==> src/hdl/planar_odometry_integrator_core_macros.svh <==
// Assertion macros for the odometry integrator.
`ifndef PLANAR_ODOMETRY_INTEGRATOR_CORE_MACROS_SVH
`define PLANAR_ODOMETRY_INTEGRATOR_CORE_MACROS_SVH
`ifndef NO_ASSERTIONS
`define POI_ASSERT_IMP(label, clk, rst_n, a, c) \
  label: assert property (@(posedge clk) disable iff (!rst_n) (a) |-> (c)) \
    else $error("assertion failed");
`define POI_ASSERT_NXT(label, clk, rst_n, a, c) \
  label: assert property (@(posedge clk) disable iff (!rst_n) (a) |=> (c)) \
    else $error("assertion failed");
`else
`define POI_ASSERT_IMP(label, clk, rst_n, a, c)
`define POI_ASSERT_NXT(label, clk, rst_n, a, c)
`endif
`endif

==> src/hdl/poi_pkg.sv <==
package poi_pkg;
  localparam int TrigIterations = 16;
  localparam int IterW = $clog2(TrigIterations + 1);

  localparam logic [1:0] CMD_SAMPLE   = 2'd0;
  localparam logic [1:0] CMD_ZERO     = 2'd1;
  localparam logic [1:0] CMD_SET      = 2'd2;

  localparam logic signed [33:0] CORDIC_START = 34'sd652032874;

  // Arc tangent table in units of 2^-32 turn.
  function automatic logic signed [33:0] atan_lut(input logic [4:0] i);
    logic signed [33:0] v;
    begin
      case (i)
        5'd0: v = 34'sh20000000;  5'd1: v = 34'sh12E4051E;
        5'd2: v = 34'sh09FB385B;  5'd3: v = 34'sh051111D4;
        5'd4: v = 34'sh028B0D43;  5'd5: v = 34'sh0145D7E1;
        5'd6: v = 34'sh00A2F61E;  5'd7: v = 34'sh00517C55;
        5'd8: v = 34'sh0028BE53;  5'd9: v = 34'sh00145F2F;
        5'd10: v = 34'sh000A2F98; 5'd11: v = 34'sh000517CC;
        5'd12: v = 34'sh00028BE6; 5'd13: v = 34'sh000145F3;
        5'd14: v = 34'sh0000A2FA; 5'd15: v = 34'sh0000517D;
        5'd16: v = 34'sh000028BE; 5'd17: v = 34'sh0000145F;
        5'd18: v = 34'sh00000A30; 5'd19: v = 34'sh00000518;
        5'd20: v = 34'sh0000028C; 5'd21: v = 34'sh00000146;
        5'd22: v = 34'sh000000A3; 5'd23: v = 34'sh00000051;
        5'd24: v = 34'sh00000029; 5'd25: v = 34'sh00000014;
        5'd26: v = 34'sh0000000A; 5'd27: v = 34'sh00000005;
        5'd28: v = 34'sh00000003; default: v = 34'sh00000001;
      endcase
      return v;
    end
  endfunction

  // Controller commands to the datapath.
  typedef struct packed {
    logic load;       // capture input item
    logic mul_turn;   // turn = rate * dt
    logic rot_start;  // start CORDIC on rotation angle
    logic cordic_step;
    logic mul_a;      // vx*c, vy*s
    logic mul_b;      // vx*s, vy*c
    logic sum_r;      // ry (rx is formed in the mul_b step)
    logic mul_dt;     // (r>>16)*dt
    logic accum;      // update pose
    logic q_start;    // start CORDIC on half heading
    logic emit;       // load output register
  } poi_cmd_t;

  typedef struct packed {
    logic cordic_done;
  } poi_sts_t;
endpackage

==> src/hdl/poi_ctrl.sv <==
module poi_ctrl (
  input  logic              clk,
  input  logic              rst_n,
  input  logic              in_valid,
  output logic              in_ready,
  input  logic [1:0]        in_command,
  input  logic              out_busy,
  input  poi_pkg::poi_sts_t sts,
  input  logic              have_prev,
  output poi_pkg::poi_cmd_t cmd
);
  import poi_pkg::*;

  typedef enum logic [10:0] {
    S_IDLE = 11'b00000000001, S_TURN = 11'b00000000010,
    S_ROT  = 11'b00000000100, S_ROTW = 11'b00000001000,
    S_MA   = 11'b00000010000, S_MB   = 11'b00000100000,
    S_SUM  = 11'b00001000000, S_MDT  = 11'b00010000000,
    S_ACC  = 11'b00100000000, S_QW   = 11'b01000000000,
    S_EMIT = 11'b10000000000
  } state_t;

  state_t state_r, state_nxt;

  assign in_ready = (state_r == S_IDLE);

  // Sequencing of one input item; only a sample with a stored time leaves idle.
  always_comb begin
    state_nxt = state_r;
    cmd = '0;
    unique case (state_r)
      S_IDLE: begin
        if (in_valid) begin
          cmd.load = 1'b1;
          if (in_command == CMD_SAMPLE && have_prev) state_nxt = S_TURN;
        end
      end
      S_TURN: begin cmd.mul_turn = 1'b1; state_nxt = S_ROT; end
      S_ROT: begin cmd.rot_start = 1'b1; state_nxt = S_ROTW; end
      S_ROTW: begin
        cmd.cordic_step = 1'b1;
        if (sts.cordic_done) state_nxt = S_MA;
      end
      S_MA: begin cmd.mul_a = 1'b1; state_nxt = S_MB; end
      S_MB: begin cmd.mul_b = 1'b1; state_nxt = S_SUM; end
      S_SUM: begin cmd.sum_r = 1'b1; state_nxt = S_MDT; end
      S_MDT: begin cmd.mul_dt = 1'b1; state_nxt = S_ACC; end
      S_ACC: begin cmd.accum = 1'b1; state_nxt = S_QW; end
      S_QW: begin
        if (!sts.cordic_done) cmd.cordic_step = 1'b1;
        else if (!out_busy) state_nxt = S_EMIT;
      end
      S_EMIT: begin cmd.emit = 1'b1; state_nxt = S_IDLE; end
      default: state_nxt = S_IDLE;
    endcase
    if (state_r == S_ACC) cmd.q_start = 1'b1;
  end

  always_ff @(posedge clk) begin
    if (!rst_n) state_r <= S_IDLE;
    else state_r <= state_nxt;
  end
endmodule

==> config.mk <==
export PLATFORM = sky130hd
export DESIGN_NAME = poi_ctrl
export DESIGN_NICKNAME = d
export VERILOG_FILES = /design/src/hdl/planar_odometry_integrator_core_macros.svh /design/src/hdl/poi_pkg.sv /design/src/hdl/poi_ctrl.sv
export SDC_FILE = /design/constraint.sdc
export NUM_CORES = 1
export LEC_CHECK = 0
export BUFFER_PORTS_ARGS = -buffer_cell sky130_fd_sc_hd__clkbuf_2
export CAP_MARGIN = 10
export CORE_AREA = 2 2 39 41
export CTS_CLUSTER_SIZE = 20
export DETAILED_ROUTE_END_ITERATION = 8
export DIE_AREA = 0 0 41 43
export HOLD_SLACK_MARGIN = 0.15
export PLACE_DENSITY = 0.78
export SETUP_SLACK_MARGIN = 0.5
export SKIP_LAST_GASP = 1
export SYNTH_ARGS = -nofsm -noshare
export SYNTH_HDL_FRONTEND = slang
export SYNTH_SLANG_ARGS = --single-unit
export TNS_END_PERCENT = 50
==> constraint.sdc <==
create_clock -name clk -period 4.4 [get_ports clk]
set_input_delay 0.88 -clock clk [delete_from_list [all_inputs] [get_ports clk]]
set_output_delay 0.88 -clock clk [all_outputs]
set_load 0.01 [all_outputs]
======== After elaboration in Yosys (flattened, before gate mapping) ========
Cells that the tools add are included.
word-level totals
  bits of input ports ..................... 8
  output and inout bits ................... 12
  bits in registers ....................... 11
operators by class
  equal/unequal tests ..................... 16
  muxes and demuxes ....................... 18
  reductions and logical operators ........ 3
operators with widths
  operator              number
  $pmux 11 s10          1
  $mux 11               5
  $eq 11x1->1 const B   1
  $eq 11x10->1 const B  1
  $eq 11x11->1 const B  1
  $eq 11x2->1 const B   1
  $eq 11x3->1 const B   1
  $eq 11x4->1 const B   1
  $eq 11x5->1 const B   1
  $eq 11x6->1 const B   1
  $eq 11x7->1 const B   1
  $eq 11x8->1 const B   1
  $eq 11x9->1 const B   1
  $mux 1                11
  $ne 2x2->1 const B    4
  $reduce_and 5->1      1
  $logic_not 2->1       1
  $ne 2x1->1 const B    1
  $pmux 1 s2            1
  $logic_and 1x1->1     1

======== Logic depth before layout (Yosys ltp) ========
Gate-level depths: netlist of run 1.
  word-level depth ........................ 5
  mapped depth ............................ 7

======== Worst setup path after synthesis of run 1 ========
No wires, ideal clock.
  path kind ............................... reg-to-output
  from .................................... register state_r[5]
  to ...................................... output port cmd[7] in the netlist's numbering
  setup slack ............................. 2121 ps
  arrival ................................. 1399 ps
  stages on the path, launching flop included .. 5
  data required time ...................... 3520 ps
  cell sequence ........................... dfxtp_1 -> or4_4 -> nor2_1 -> nand3_1 -> o21ai_0
RTL lines
  what                      RTL line        source
  start: declaration        poi_ctrl.sv:23  state_t state_r, state_nxt;
  start signal: assignment  poi_ctrl.sv:61  else state_r <= state_nxt;
  end: declaration          poi_ctrl.sv:10  output poi_pkg::poi_cmd_t cmd

==> results.cfg, run 1 <==
[floorplan]
die_y_um = 43
ios = 20
die_x_um = 41
dieArea_um2 = 1760
coreArea_um2 = 1380
rows = 14
initial_core_util_pct = 48.3

[critical_path]
cp-start-kind = flop
critical_path.max_fanout = 5
crit_path_end_kind = output pin
cp_data_required_time_ns = 3.52
crit_family = simple AND/OR/NAND/NOR gates
critPathKind = reg -> out
critPathBufInv = 1
cp.arrival_ns = 1.92
cp_cell_sequence = nor4_1 -> and2_1 -> and4b_2 -> clkbuf_2
max_stage_delay_ns = 0.66
slowest_stage = nor4_1

[clock_network]
cts_resized = 0
cts_tree = built
cts_setup_buffers = 0
ctsRootBufferMaster = clkbuf_4
cts_hold_buf = 0
h-tree-depth = 1
clock_sinks = 11
clockBufferDepth = 2
cts_buffers = 3
clock_latency_ns = 0.26
path_clk_slew_ns = 0.08

[finish]
drive_gt1_share_pct = 26.3
final_core_util_pct = 56.6
layout.nets = 108
final-instance-count-excl-fill = 115
largest_reg_flops = 11
areaGrowthSynthToFinish_pct = 17.2
antenna_cells_inserted = 0
largestRegisters = state_r (11)
regMostFlops = state_r

[sta]
worstMarginPinSlew_ns = 0.714
tns_ns = 0
post-route-min-period_ns = 2.80
hold_viol = 0
drv_slew = 0
finalCritPeriodShare_pct = 63.6
clock_skew_ns = 0.0115
setup_viol = 0
fmaxAchievable_mhz = 358
fin_ws_ns = 1.60
timing.slew.headroom_pct = 52.0
grt_setup_unrepaired = false

[flow_run]
max-cap-violations = 0

[power]
p_per_area_nw_per_um2 = 305
ir_drop_v = 0.000194
finalPower_uw = 239
p_leak_nw = 0.389

[yosys]
synth_warnings = 0
yosysSeqAreaShare_pct = 33.0
syn-cell-area_um2 = 668
synth-seq-cells = 11
synth.avg_cell_area_um2 = 8.35
synth_nets = 88
ys_types = 31
synth_cells = 80

[routing]
wl_um = 1560
drc = 0
vias_per_cell = 5.86
drtIter0Drc = 26
vias = 674
ant_nets = 0
drtPass1Iterations = 4
wl_per_cell_um = 13.5

[global_route]
antenna_found_initial = 0
grt_max_degree = 9
grt_use_total_pct = 19.3
gr-total-overflow = 0
grt_pass1_vias = 572
grt_pass1_wl_um = 2370

[placement]
gp_congestion = 0.896
io_buffers = 19
place_inst = 111
hpwlAfterDp_um = 1140
dp_slack_ns = 1.99

[worst_hold_path]
hold_class = reg -> reg

[outcome]
status = complete, no violations
[cell type report]
type	count	area [um2]
Tap cell	16	20.0
Sequential cell	11	220
Fill cell	145	601
Multi-Input combinational cell	63	414
Inverter	2	7.51
Clock buffer	4	26.3
Timing Repair Buffer	19	95.1
[worst min-delay path, delay by kind of cell, from the launching register on]
| kind | cells | cell delay, ns |
|---|---|---|
| AND/OR/NAND/NOR | 1 | 0.13 |
| AO/OA/AOI/OAI | 1 | 0.06 |
| flip-flops | 1 | 0.34 |
[logic make-up after synthesis]
family,Yosys count,share of synthesized area (%)
AOI/OAI and AO/OA,17,19.5
xor gates and xnor gates,3,3.93
buffers and inverters,6,5.06
and+or+nand+nor,43,38.6
DFF,11,33.0
[cells in the final DEF, fill, tap and decap left out, types with 2 or more instances in the layout]
cell type	instances
nand4_1	2
and3_1	3
o21ai_0	5
a21oi_1	2
nor2_1	11
nand3_1	4
clkbuf_4	3
and2_1	4
nor3_1	3
o211a_1	5
nand2_1	4
and4b_1	2
dfxtp_1	11
clkbuf_2	19
inv_1	2
xor2_1	3
[Yosys cell counts]
library cell | count | share of area (%)
a21oi_1 | 2 | 1.5
nand2_1 | 4 | 2.2
clkbuf_1 | 1 | 0.56
o311ai_0 | 1 | 1.3
o21ai_0 | 5 | 3.7
o31a_1 | 1 | 1.3
nand4_1 | 2 | 1.9
nor2_1 | 11 | 6.2
o211a_1 | 5 | 7.5
nand3_1 | 4 | 3.0
nor4_1 | 1 | 0.94
and3_1 | 3 | 2.8
nor2b_1 | 1 | 0.94
and4_1 | 1 | 1.3
and4b_2 | 1 | 1.7
nand4bb_1 | 1 | 1.7
or4_1 | 1 | 1.1
a21boi_2 | 1 | 1.7
and4b_1 | 2 | 3.0
dfxtp_1 | 11 | 33
buf_4 | 3 | 3.4
inv_1 | 2 | 1.1
o211ai_1 | 1 | 1.1
o21ai_2 | 1 | 1.3
nor4b_1 | 1 | 1.3
and2_1 | 4 | 3.7
or4bb_1 | 1 | 1.7
xor2_1 | 3 | 3.9
nand3b_1 | 1 | 1.1
nor3_1 | 3 | 2.2
or4_4 | 1 | 1.7
[routing by layer]
metal | wire, um | global-route usage, %
met1 | 639 | 23.6
met2 | 794 | 32.5
met3 | 107 | 3.14
met4 | 17 | 6.00
met5 | 0 | 0
[power breakdown]
group | switching (mW) | internal (mW) | total (mW) | leakage, nW
Combinational | 0.0340 | 0.0269 | 0.0609 | 0.285
Sequential | 0.00692 | 0.104 | 0.111 | 0.0888
Clock | 0.0323 | 0.0350 | 0.0673 | 0.0150
[final timing paths]
path                                              start                      end  slack (ns)  cells after the start
worst max register to register  state_r[5]$_SDFFE_PN0P_  state_r[0]$_SDFFE_PN1P_        2.36                      4
worst min-delay path            state_r[8]$_SDFFE_PN0P_  state_r[9]$_SDFFE_PN0P_        0.56                      2
worst max-delay path            state_r[5]$_SDFFE_PN0P_                   cmd[9]        1.60                      4
worst min register to register  state_r[8]$_SDFFE_PN0P_  state_r[9]$_SDFFE_PN0P_        0.56                      2
[metrics by stage]
| stage | area, um2 | hold slack, ns |
|---|---|---|
| floorplan | 668 | 0.514 |
| global placement | 757 | 0.542 |
| detailed placement | 757 | 0.559 |
| CTS | 783 | 0.566 |
| global route | 783 | 0.582 |
| finish | 783 | 0.561 |
Note: power is estimated with default switching activity, not from simulation.
==> run 2, diff against run 1 <==
CORE_AREA = not set   (was 2 2 39 41)
CORE_MARGIN = 2   (was not set)
CORE_UTILIZATION = 44   (was not set)
DIE_AREA = not set   (was 0 0 41 43)
PLACE_DENSITY = 0.73   (was 0.78)
clock period = 2.3 ns   (was 4.4 ns; I/O delays follow)
==> run 2 against run 1 <==
Sequential share of layout area fell by 4.1 points. Combinational power increased to 3.1 times the previous value. Routed wire length rose by 14%. Highest routed layer unchanged. Sequential power grew 86%. Largest cell class unchanged. Clock-buffer cell count unchanged. Clock power increased by 100%. Total power grew 120%. Setup slack worse by 1.4 ns. Critical path type unchanged. Via count rose by 8.2%.
==> results.cfg, run 2 (same netlist as run 1, synthesis figures left out) <==
[outcome]
status = complete, no violations

[worst_hold_path]
min_to = state_r[3]$_SDFFE_PN0P_
hold-path-cell-count = 2
hold_class = in -> reg
min_from = rst_n

[finish]
regMostFlops = state_r
drive_gt1_share_pct = 50.5
final_cell_mix = 14 x clkbuf_2, 10 x nor2_1, 7 x buf_4
final_core_util_pct = 66.5
fillCellCount = 115
antenna_cells_inserted = 0
areaGrowthSynthToFinish_pct = 46.4
largestRegisters = state_r (11)
layout.nets = 118
final_common_cell = clkbuf_2
largest_reg_flops = 11

[critical_path]
cp.arrival_ns = 1.68
r2r-end = state_r[0]$_SDFFE_PN1P_
critPathKind = reg -> out
critical_path.max_fanout = 5
cp-start-kind = flop
critPathBufInv = 3
cp_cell_sequence = buf_6 -> nor4_4 -> buf_4 -> and2_4 -> and4b_2 -> buf_6
r2r_start = state_r[6]$_SDFFE_PN0P_
cp_data_required_time_ns = 1.84
max_stage_delay_ns = 0.36
crit_top_cell = buf_6
crit_path_end_kind = output pin
startpoint = state_r[6]$_SDFFE_PN0P_
worstRegToRegCells = 7
reg2reg_slack_ns = 0.47
crit_family = simple AND/OR/NAND/NOR gates
slowest_stage = dfxtp_4

[routing]
wl_um = 1780
wl_per_cell_um = 14.2
vias_per_cell = 5.83
drtPass1Iterations = 4
vias = 729
drtIter0Drc = 19
ant_nets = 0
drc = 0

[floorplan]
die_y_um = 43.0
dieArea_um2 = 1850
coreArea_um2 = 1470
die_x_um = 43.0
initial_core_util_pct = 45.4
ios = 20
rows = 14

[placement]
gp_congestion = 0.833
dp_slack_ns = 0.363
io_buffers = 19
hpwlAfterDp_um = 1070

[global_route]
antenna_found_initial = 0
grt_pass1_wl_um = 2850
grt_pass1_vias = 644
grt_use_total_pct = 20.8
grt_max_degree = 9
gr-total-overflow = 0

[sta]
timing.slew.headroom_pct = 72.2
grt_setup_unrepaired = true
fmaxAchievable_mhz = 467
fin_ws_ns = 0.159
worstMarginPinSlew_ns = 0.411
hold_viol = 0
clock_skew_ns = 0.00620
setup_viol = 0
post-route-min-period_ns = 2.14
drv_slew = 0
tns_ns = 0
finalCritPeriodShare_pct = 93.1

[flow_run]
max-cap-violations = 0

[clock_network]
cts_tree = built
clock_latency_ns = 0.28
path_clk_slew_ns = 0.07
clockBufferDepth = 2
cts_buffers = 3
clock_sinks = 11
h-tree-depth = 1
ctsRootBufferMaster = clkbuf_4
cts_hold_buf = 0

[power]
ir_drop_v = 0.000489
p_per_area_nw_per_um2 = 543
p_leak_nw = 0.475
## run 2: worst max-delay path by stage
stage               cells past startpoint  endpoint  slack, ns
global placement                        5    cmd[7]       0.40
detailed placement                      5    cmd[7]       0.36
finish                                  6    cmd[9]       0.16
CTS                                     5    cmd[7]       0.15
global route                            6    cmd[2]       0.07
floorplan                               5    cmd[2]       0.45
## run 2: cell type report
class | instances | area [um2] | area share [%]
Sequential cell | 11 | 235 | 24.0
Inverter | 2 | 7.51 | 0.767
Multi-Input combinational cell | 63 | 489 | 50.0
Timing Repair Buffer | 29 | 200 | 20.5
Tap cell | 16 | 20.0 | 2.05
Clock buffer | 4 | 26.3 | 2.69
## run 2: metrics by stage
step | hold slack [ns] | total power [mW] | area, um2 | std cells
final | 0.427 | 0.531 | 978 | 125
after global routing | 0.429 | 0.560 | 978 | 125
after CTS | 0.424 | 0.488 | 871 | 121
after detailed placement | 0.558 | 0.328 | 772 | 113
after global placement | 0.551 | 0.327 | 772 | 113
after floorplan | 0.517 | 0.296 | 668 | 80
## run 2: power by group
part	switching, mW	leakage (nW)	internal (mW)
registers	0.00592	0.0926	0.200
logic	0.0920	0.367	0.0985
clock network	0.0673	0.0150	0.0674
total	0.165	0.475	0.366
## run 2: timing repair
item / 4_1_cts / 5_1_grt
pin swaps: 4 / 5
endpoints found under the setup margin: 12 / 15
endpoints found under the hold margin: 0 / 0
resized for setup: 15 / 21
buffers inserted: 4 / 4
## run 2: routing by layer
layer	GRT usage [%]	vias up	share of wire, %
met5	0	-	0
li1	-	360	-
met4	9.70	0	1.7
met2	31.8	24	51
met1	25.5	341	42
met3	8.09	4	5.8
## run 2: worst reg2reg max path, stage by stage, from the launching register on
cell      delay, ns
dfxtp_4        0.36
buf_6          0.12
nor4_4         0.24
buf_4          0.18
buf_4          0.10
nand4_1        0.28
o311ai_0       0.27
o21ai_0        0.15
==> run 3, diff against run 2 <==
==> constraint.sdc (replaced) <==
create_clock -name clk -period 2.3 [get_ports clk]
set_input_delay 0.345 -clock clk [delete_from_list [all_inputs] [get_ports clk]]
set_output_delay 0.345 -clock clk [all_outputs]
set_load 0.01 [all_outputs]
==> run 3 against run 2 <==
Register-to-register slack better by 0.02 ns. Total power is 1.8% lower. Flip-flop and latch count stayed put. Critical path depth is 1 lower. Maximum frequency is 4.3% higher. Critical path type unchanged.
==> results.cfg, run 3 (same netlist as run 1, synthesis figures left out) <==
[finish]
final_common_cell = clkbuf_2
drive_gt1_share_pct = 52.3
seqCellArea_um2 = 241
final_cell_mix = 12 x clkbuf_2, 10 x buf_4, 8 x nor2_1
layout.nets = 118
largest_reg_flops = 11
largestRegisters = state_r (11)
regMostFlops = state_r
areaGrowthSynthToFinish_pct = 44.4
antenna_cells_inserted = 0
multi_input_area_um2 = 487
fillCellCount = 117
finalInstanceArea_um2 = 965

[global_route]
gr-total-overflow = 0
grt_max_degree = 9
grt_pass1_wl_um = 2810
grt_use_total_pct = 20.6
grt_pass1_vias = 658
antenna_found_initial = 0

[worst_hold_path]
min_from = rst_n
hold_class = in -> reg
min_to = state_r[3]$_SDFFE_PN0P_
hold-path-cell-count = 2

[clock_network]
clockBufferDepth = 2
clock_sinks = 11
clock_latency_ns = 0.27
cts_hold_buf = 0
cts_tree = built
h-tree-depth = 1
path_clk_slew_ns = 0.07
cts_buffers = 3
ctsRootBufferMaster = clkbuf_4

[routing]
drtPass1Iterations = 4
vias_per_cell = 5.98
wl_per_cell_um = 14.8
drtIter0Drc = 24
drc = 0
vias = 748
wl_um = 1840
ant_nets = 0

[floorplan]
ios = 20
dieArea_um2 = 1850
rows = 14
die_x_um = 43.0
initial_core_util_pct = 45.4
die_y_um = 43.0
coreArea_um2 = 1470

[critical_path]
slowest_stage = or4_4
critical_path.max_fanout = 4
cp_cell_sequence = or4_4 -> nor2_4 -> nand3_2 -> o21ai_1 -> buf_2
crit_path_end_kind = output pin
max_stage_delay_ns = 0.55
r2r_start = state_r[6]$_SDFFE_PN0P_
cp_data_required_time_ns = 1.96
r2r-end = state_r[9]$_SDFFE_PN0P_
cp-start-kind = flop
cp.arrival_ns = 1.71
critPathKind = reg -> out
reg2reg_slack_ns = 0.49
cp.depth = 5
worstRegToRegCells = 5
crit_family = simple AND/OR/NAND/NOR gates
critPathBufInv = 1

[placement]
gp_congestion = 0.854
place_area_um2 = 772
hpwlAfterDp_um = 1150
io_buffers = 19

[sta]
finalCritPeriodShare_pct = 89.2
tns_ns = 0
hold_viol = 0
timing.slew.headroom_pct = 73.5
clock_skew_ns = 0.00474
worstMarginPinSlew_ns = 0.396
drv_slew = 0
post-route-min-period_ns = 2.05
grt_setup_unrepaired = true
setup_viol = 0
fmaxAchievable_mhz = 487

[outcome]
status = complete, no violations

[power]
p_per_area_nw_per_um2 = 541
ir_drop_v = 0.000347
p_leak_nw = 0.468
finalPower_uw = 522

[flow_run]
max-cap-violations = 0
==> run 3: cell types whose count changed in the layout (fill, tap and decap cells not counted), sizes merged <==
| cell | previous run | this run |
|---|---|---|
| buf | 15 | 17 |
| clkbuf | 18 | 16 |
==> run 3: worst max-delay path by stage <==
stage | start | endpoint | slack (ns)
2_1_floorplan | state_r[5]$_SDFFE_PN0P_ | cmd[7] | 0.56
5_1_grt | state_r[6]$_SDFFE_PN0P_ | cmd[7] | 0.19
3_5_place_dp | state_r[1]$_SDFFE_PN0P_ | cmd[7] | 0.42
4_1_cts | state_r[1]$_SDFFE_PN0P_ | cmd[7] | 0.28
6_report | state_r[6]$_SDFFE_PN0P_ | cmd[7] | 0.25
3_3_place_gp | state_r[0]$_SDFFE_PN1P_ | cmd[7] | 0.45
==> run 3: worst reg2reg max path: stages (launching register included) <==
cell and delay (ns):
dfxtp_4 0.36, or4_4 0.55, o31a_1 0.43, o21ai_2 0.20, nand2_1 0.08, a21boi_2 0.13
==> run 3: routing by layer <==
layer | track usage [%] | routed length, um | up-vias
li1 | - | - | 360
met1 | 22.7 | 779 | 351
met2 | 34.5 | 898 | 29
met3 | 3.40 | 114 | 8
met4 | 15.8 | 52 | 0
met5 | 0 | 0 | -
==> run 3: area by class of cell <==
cell class                      instances  share of cell area [%]
Tap cell                               16                    2.08
Inverter                                2                   0.778
Timing Repair Buffer                   29                    18.9
Sequential cell                        11                    25.0
Multi-Input combinational cell         63                    50.5
Clock buffer                            4                    2.72
==> run 3: through the flow <==
| step | cells | hold slack [ns] | util (%) | setup WS [ns] |
|---|---|---|---|---|
| after CTS | 121 | 0.311 | 59.8 | 0.282 |
| after detailed placement | 113 | 0.551 | 52.5 | 0.424 |
| final | 125 | 0.314 | 65.6 | 0.248 |
| after global placement | 113 | 0.535 | 52.5 | 0.454 |
| after global routing | 125 | 0.321 | 65.6 | 0.187 |
| after floorplan | 80 | 0.473 | - | 0.556 |
==> run 3: power breakdown <==
group	switching, mW	leakage [nW]	internal (mW)
Clock	0.0680	0.0150	0.0672
Combinational	0.0920	0.359	0.0879
Sequential	0.00689	0.0938	0.200
==> run 3: repair_timing <==
| item | in CTS | in global routing |
|---|---|---|
| buffers inserted | 4 | 4 |
| pin swaps | 5 | 9 |
| setup endpoints to repair | 12 | 22 |
| gates resized for setup | 17 | 22 |
| cloned | 0 | 0 |
